`src/sv/direction_to_pitch_yaw_assert.svh`:
```
// assertion macros used by the top rtl file
`ifndef DIRECTION_TO_PITCH_YAW_ASSERT_SVH
`define DIRECTION_TO_PITCH_YAW_ASSERT_SVH

`ifndef ASSERT_OFF

// antecedent implies consequent in the same cycle
`define DTPY_ASSERT_IMPL(label, clk, rst_n, ante, cons) \
    label: assert property (@(posedge clk) disable iff (!rst_n) (ante) |-> (cons)) \
        else $error("assertion failed");

// antecedent implies consequent after the delay given by dly
`define DTPY_ASSERT_DELAY(label, clk, rst_n, ante, dly, cons) \
    label: assert property (@(posedge clk) disable iff (!rst_n) (ante) |-> ##dly (cons)) \
        else $error("assertion failed");

`else

`define DTPY_ASSERT_IMPL(label, clk, rst_n, ante, cons)
`define DTPY_ASSERT_DELAY(label, clk, rst_n, ante, dly, cons)

`endif

`endif

```
`src/sv/dtpy_pkg.sv`:
```
`default_nettype none
package dtpy_pkg;

    // width of one angle field
    localparam int ANGLE_W = 25;

    typedef struct packed {
        logic signed [31:0] dir_x;
        logic signed [31:0] dir_y;
        logic signed [31:0] dir_z;
    } dtpy_in_t;

    typedef struct packed {
        logic [ANGLE_W-1:0] pitch_deg;
        logic [ANGLE_W-1:0] yaw_deg;
    } dtpy_out_t;

    // atan(2^-i) in degrees, 24 fraction bits, rounded to nearest
    function automatic logic [30:0] atan_deg(input int idx);
        logic [30:0] r;
        case (idx)
            0:  r = 31'd754974720;
            1:  r = 31'd445687602;
            2:  r = 31'd235489088;
            3:  r = 31'd119537938;
            4:  r = 31'd60000934;
            5:  r = 31'd30029717;
            6:  r = 31'd15018523;
            7:  r = 31'd7509720;
            8:  r = 31'd3754917;
            9:  r = 31'd1877466;
            10: r = 31'd938734;
            11: r = 31'd469367;
            12: r = 31'd234684;
            13: r = 31'd117342;
            14: r = 31'd58671;
            15: r = 31'd29335;
            16: r = 31'd14668;
            17: r = 31'd7334;
            18: r = 31'd3667;
            19: r = 31'd1833;
            20: r = 31'd917;
            21: r = 31'd458;
            22: r = 31'd229;
            23: r = 31'd115;
            24: r = 31'd57;
            25: r = 31'd29;
            26: r = 31'd14;
            27: r = 31'd7;
            28: r = 31'd4;
            29: r = 31'd2;
            30: r = 31'd1;
            default: r = 31'd0;
        endcase
        return r;
    endfunction

endpackage
`default_nettype wire

```
`src/sv/dtpy_cordic_stage.sv`:
```
`default_nettype none
module dtpy_cordic_stage
    import dtpy_pkg::*;
#(
    parameter int SHIFT = 0,
    parameter int DW = 52,
    parameter int AW = 36,
    parameter int SW = 1
) (
    input  wire logic                 clk,
    input  wire logic                 rst_n,
    input  wire logic                 in_valid,
    input  wire logic signed [DW-1:0] in_x,
    input  wire logic signed [DW-1:0] in_y,
    input  wire logic signed [AW-1:0] in_ang,
    input  wire logic [SW-1:0]        in_side,
    output logic                      out_valid,
    output logic signed [DW-1:0]      out_x,
    output logic signed [DW-1:0]      out_y,
    output logic signed [AW-1:0]      out_ang,
    output logic [SW-1:0]             out_side
);

    localparam logic signed [AW-1:0] ATAN_STEP = AW'(atan_deg(SHIFT));

    logic                 valid_reg;
    logic signed [DW-1:0] x_reg, y_reg, x_next, y_next;
    logic signed [AW-1:0] ang_reg, ang_next;
    logic [SW-1:0]        side_reg;
    logic signed [DW-1:0] dx, dy;

    // one micro-rotation toward the x axis
    always_comb
    begin
        dx = in_y >>> SHIFT;
        dy = in_x >>> SHIFT;
        if (in_y[DW-1])
        begin
            x_next   = in_x - dx;
            y_next   = in_y + dy;
            ang_next = in_ang - ATAN_STEP;
        end
        else
        begin
            x_next   = in_x + dx;
            y_next   = in_y - dy;
            ang_next = in_ang + ATAN_STEP;
        end
    end

    // valid bit
    always_ff @(posedge clk or negedge rst_n)
    begin
        if (!rst_n)
            valid_reg <= 1'b0;
        else
            valid_reg <= in_valid;
    end

    // payload
    always_ff @(posedge clk)
    begin
        x_reg    <= x_next;
        y_reg    <= y_next;
        ang_reg  <= ang_next;
        side_reg <= in_side;
    end

    assign out_valid = valid_reg;
    assign out_x     = x_reg;
    assign out_y     = y_reg;
    assign out_ang   = ang_reg;
    assign out_side  = side_reg;

endmodule
`default_nettype wire

```
`config.mk`:
```
export PLATFORM = sky130hd
export DESIGN_NAME = dtpy_cordic_stage
export DESIGN_NICKNAME = d
export VERILOG_FILES = /design/src/sv/direction_to_pitch_yaw_assert.svh /design/src/sv/dtpy_pkg.sv /design/src/sv/dtpy_cordic_stage.sv
export SDC_FILE = /design/constraint.sdc
export NUM_CORES = 1
export LEC_CHECK = 0
export BUFFER_PORTS_ARGS = -buffer_cell sky130_fd_sc_hd__buf_2
export CORE_ASPECT_RATIO = 0.75
export CORE_MARGIN = 5
export CORE_UTILIZATION = 50
export CTS_CLUSTER_SIZE = 20
export DETAILED_ROUTE_END_ITERATION = 10
export HOLD_SLACK_MARGIN = 0.08
export PLACE_DENSITY = 0.75
export SLEW_MARGIN = 30
export SYNTH_ARGS = -nofsm -noshare
export SYNTH_HDL_FRONTEND = slang
export SYNTH_SLANG_ARGS = --single-unit
```
`constraint.sdc`:
```
create_clock -name clk -period 1.2 [get_ports clk]
set_clock_uncertainty 0.1 [all_clocks]
set_input_delay 0 -clock clk [delete_from_list [all_inputs] [get_ports clk]]
set_output_delay 0 -clock clk [all_outputs]
set_load 0.02 [all_outputs]
```
==> out/results.tsv, run 1 <==
stage	metric	value	unit
run_status	outcome	aborted with a tool error	
run_status	haltStage	5_1_grt	
run_status	tool.error	[ERROR GRT-0232] Routing congestion too high. Check the congestion heatmap in the GUI.	
cts	cts-root-buf	clkbuf_16	
die	num_io_pins	286	
place	routabilityCongestion	1.02	
synth	ys_top_cells_by_count	a21oi_1, inv_1, ha_1	
cts	htreeDepth	4	
synth	synth_nets	2007	
cts	cts_sinks	141	
global_route	grt_max_degree	87	
die	die_x	194	um
global_route	grt_overflow	350	
cts	cts_max_path_buffers	2	
synth	ys_async_sr_fraction	0.709	%
synth	syn-instance-count	1696	
die	row_count	50	
synth	synth_seq_cells	141	
sta	worstEndpointType	register data pin	
synth	yosysWarnings	0	
place	io_buffer_count	285	
synth	yosysSeqAreaShare	22.2	%
die	die_y	148	um
global_route	grt_use_total	82.0	%
die	initial_core_util	50.9	%
synth	synth_area	12700	um^2
synth	yosysTopAreaCellShare	22.0	%
synth	synth_edf_count	0	
cts	cts_made_buffers	17	
synth	synth_ff_type	dfxtp_1	
synth	synth_top_area_cell	dfxtp_1	
place	dp_hpwl	47.8	mm
synth	yosys-top-cells-area	dfxtp_1, ha_1, a21oi_1	
synth	synth_area_per_cell	7.51	um^2
synth	synth.most_common_cell	a21oi_1	
sta	postGrtWorstEndpoint	out_y[44]$_DFF_P_/D	
synth	synthDistinctLibCells	81	
## logic make-up after synthesis
family                     Yosys count  synth area share, %
DFF                                141                 22.2
and+or+nand+nor                    432                 15.9
AOI/OAI and AO/OA                  577                 28.3
adders and majority gates          167                 16.6
xor gates and xnor gates           109                 7.50
buffers and inverters              248                 7.72
muxes                               22                 1.74
## through the flow
stage          worst slack (ns)  instances  area, um^2  util [%]  hold WS [ns]
4_1_cts                   -1.14       3041       23300      93.1        -0.113
3_5_place_dp              -1.76       2884       19900      79.7        -0.323
3_3_place_gp              -1.71       2884       19900      79.7        -0.326
2_1_floorplan             -1.19       1696       13700         -        -0.396
## layer usage
layer / overflow / GRT usage, %
met1: 7 / 79.0
met2: 183 / 96.9
met3: 6 / 69.5
met4: 154 / 89.3
met5: 0 / 32.5
## repair_timing
item | in CTS
gates resized for setup | 365
cloned | 0
hold buffers | 68
setup buffers | 71
endpoints found under the setup margin | 102
pin swaps | 195
endpoints found under the hold margin | 87
==> inputs of run 2 (changes only) <==
- CORE_ASPECT_RATIO: 0.75 -> unset
- CORE_UTILIZATION: 50 -> 35
- CTS_CLUSTER_SIZE: 20 -> unset
- HOLD_SLACK_MARGIN: 0.08 -> unset
- PLACE_DENSITY: 0.75 -> unset
- PLACE_DENSITY_LB_ADDON: unset -> 0.15
==> run 2 against run 1 <==
- the flow now finishes, with violations (negative hold slack, negative setup slack)
- synthesized area unchanged
- synthesized cell count stayed put
==> out/results.tsv, run 2 <==
stage	metric	value	unit	change
run_status	outcome	complete, but fails checks		
run_status	violations	negative hold slack, negative setup slack		
synth	synth_seq_cells	141		unchanged
critical_path	critPathTopFamily	compound AO/OA/AOI/OAI gates		
die	num_io_pins	286		unchanged
synth	synth_edf_count	0		unchanged
synth	yosysSeqAreaShare	22.2	%	unchanged
sta	fmax	0.438	GHz	
synth	synth_ff_type	dfxtp_1		
drt	final_antenna_net_count	0		
critical_path	path_cells	buf_12 -> buf_6 -> ha_4 -> inv_2 -> fa_2 -> o21bai_4 -> a221oi_4 -> a21oi_2 -> buf_4 -> o21ai_4 -> nor3_4 -> o21ai_2 -> nand2_2 -> buf_6 -> a31o_4 -> o221ai_2 -> xnor2_1		
sta	setup_ws	-1.08	ns	
place	io_buffer_count	285		unchanged
pwr	totalPowerFinal	25400	uW	
critical_path	crit_path_end_kind	register		
pwr	p_leak	0.0114	uW	
finish	diodes	0		
finish	area_growth	88.5	%	
sta	rsz0062_at_grt	yes		
finish	mostFrequentLayoutCell	buf_4		
drt	vias	16600		
critical_path	critPathMostFrequentCell	buf_6		
cts	cts-root-buf	clkbuf_16		
die	die_y	201	um	+35%
sta	whs	-0.0944	ns	
drt	viasPerCell	5.25		
place	routabilityCongestion	0.958		-6.0%
sta	post-route-period-util	190	%	
sta	slew_viol_final	0		
critical_path	worst-path-buf-inv	5		
global_route	grt_use_total	28.4	%	
finish	final_layout_size_suffix_gt1_share	52.9	%	
global_route	grt_pass1_vias	17100		
cts	htreeDepth	4		unchanged
cts	cts_max_path_buffers	2		unchanged
drt	drt-wirelength-per-cell	19.2	um	
die	initial_core_util	35.6	%	-15 points
critical_path	cp.arrival	2.57	ns	
die	core	35700	um^2	
critical_path	slowest_delay	0.26	ns	
die	die_area	40300	um^2	
critical_path	cp-start-kind	input port		
synth	synth_area_per_cell	7.51	um^2	unchanged
synth	syn-instance-count	1696		unchanged
flow_run	maxCapViolations	0		
global_route	grt_max_degree	131		
critical_path	crit_slowest_cell	a221oi_4		
finish	nFillCells	2913		
synth	yosysTopAreaCellShare	22.0	%	unchanged
drt	first_pass_iters	5		
global_route	antenna_found_initial	0		
finish	layout_common_cells	buf_4, buf_2, inv_1		
synth	synth.most_common_cell	a21oi_1		
global_route	grt_overflow	0		
finish	utilization	67.2	%	
cts	path_clk_slew	0.07	ns	
synth	synth_area	12700	um^2	unchanged
cts	cts_made_buffers	17		unchanged
pwr	ir_drop	1.11	mV	
finish	largest_register_ff_count	52		
global_route	grt_pass1_wl	92.7	mm	
sta	worstMarginPinSlew	0.665	ns	
synth	yosys-top-cells-area	dfxtp_1, ha_1, a21oi_1		
sta	slew-limit-headroom	55.2	%	
critical_path	cp_data_required_time	1.49	ns	
synth	synthDistinctLibCells	81		unchanged
critical_path	crit_path_max_fanout	3		
min_path	hp-class	input port to register		
sta	setup_viol_count_final	102		
die	die_x	201	um	+3.3%
place	dp_hpwl	45.9	mm	-4.0%
sta	fin_crit	2.28	ns	
synth	yosysWarnings	0		unchanged
cts	cts_tree	done		
pwr	powerDensity	1060	nW/um^2	
finish	fin_nets	3004		
drt	first_iter_violations	1226		
drt	wirelength	60.8	mm	
die	row_count	69		+38%
drt	drcViolationCount	0		
synth	ys_top_cells_by_count	a21oi_1, inv_1, ha_1		
synth	synth_top_area_cell	dfxtp_1		
synth	ys_async_sr_fraction	0.709	%	unchanged
synth	synth_nets	2007		unchanged
cts	cts_sinks	141		unchanged
sta	hold_violations	5		
critical_path	path_class	input port to register		
[run 2: cell counts after synthesis]
Identical to the previous run, type by type.
[run 2: path summary, 6_finish.rpt]
check	from	cells past startpoint	endpoint	slack [ns]
worst max-delay path	in_y[0]	17	out_x[46]	-1.08
worst min-delay path	in_ang[25]	4	out_ang[25]	-0.09
max in group asynchronous	rst_n	3	out_valid	0.58
min in group asynchronous	rst_n	3	out_valid	0.30
[run 2: cell families after synthesis]
| group | Yosys count | synth area share [%] |
|---|---|---|
| fa+ha+maj | 167 | 16.6 |
| compound gates | 577 | 28.3 |
| flops | 141 | 22.2 |
| simple gates | 432 | 15.9 |
| buf+inv | 248 | 7.72 |
| mux | 22 | 1.74 |
| xor+xnor | 109 | 7.50 |
[run 2: metal layers]
| layer | share of wire [%] | track usage (%) | up-vias | routed length [um] |
|---|---|---|---|---|
| met4 | 3.0 | 8.85 | 0 | 1830 |
| met3 | 6.8 | 5.86 | 123 | 4140 |
| li1 | - | - | 7920 | - |
| met1 | 42 | 36.2 | 7901 | 25800 |
| met2 | 48 | 48.4 | 676 | 29000 |
| met5 | 0 | 0 | - | 0 |
[run 2: final cells by class]
type,count,area [um^2],area share [%]
Clock buffer,17,425,1.77
Sequential cell,141,2830,11.8
Tap cell,461,577,2.40
Clock inverter,15,176,0.735
Timing Repair Buffer,1052,7830,32.6
Inverter,174,709,2.96
Multi-Input combinational cell,1307,11500,47.7
[run 2: what timing repair did]
action                                 CTS  global route
resized for setup                      346           118
hold buffers                            58             2
pin swaps                              188           146
endpoints found under the hold margin   72             7
cloned                                   0             1
setup endpoints to repair              100           110
setup buffers                           75            31
[run 2: worst min-delay path: stages]
cell,delay [ns]
buf_6,0.10
inv_1,0.08
fa_2,0.20
inv_1,0.04
[run 2: stage by stage]
stage | cell area, um^2 | worst slack [ns] | hold slack [ns] | TNS, ns | cells
3_5_place_dp | 20100 | -1.76 | -0.301 | -139.54 | 3006
3_3_place_gp | 20100 | -1.74 | -0.302 | -135.86 | 3006
5_1_grt | 24000 | -1.19 | -0.0720 | -88.03 | 3167
2_1_floorplan | 13700 | -1.19 | -0.396 | -75.69 | 1696
6_report | 24000 | -1.08 | -0.0944 | -80.81 | 3167
4_1_cts | 23400 | -1.01 | -0.117 | -74.14 | 3162
[run 2: power breakdown]
part	total (uW)	internal (uW)	switching, uW
sequential	6030	5660	370
combinational	13600	6350	7290
clock	5720	3140	2580
total	25400	15100	10200
Power figures use the tool's default switching activity.
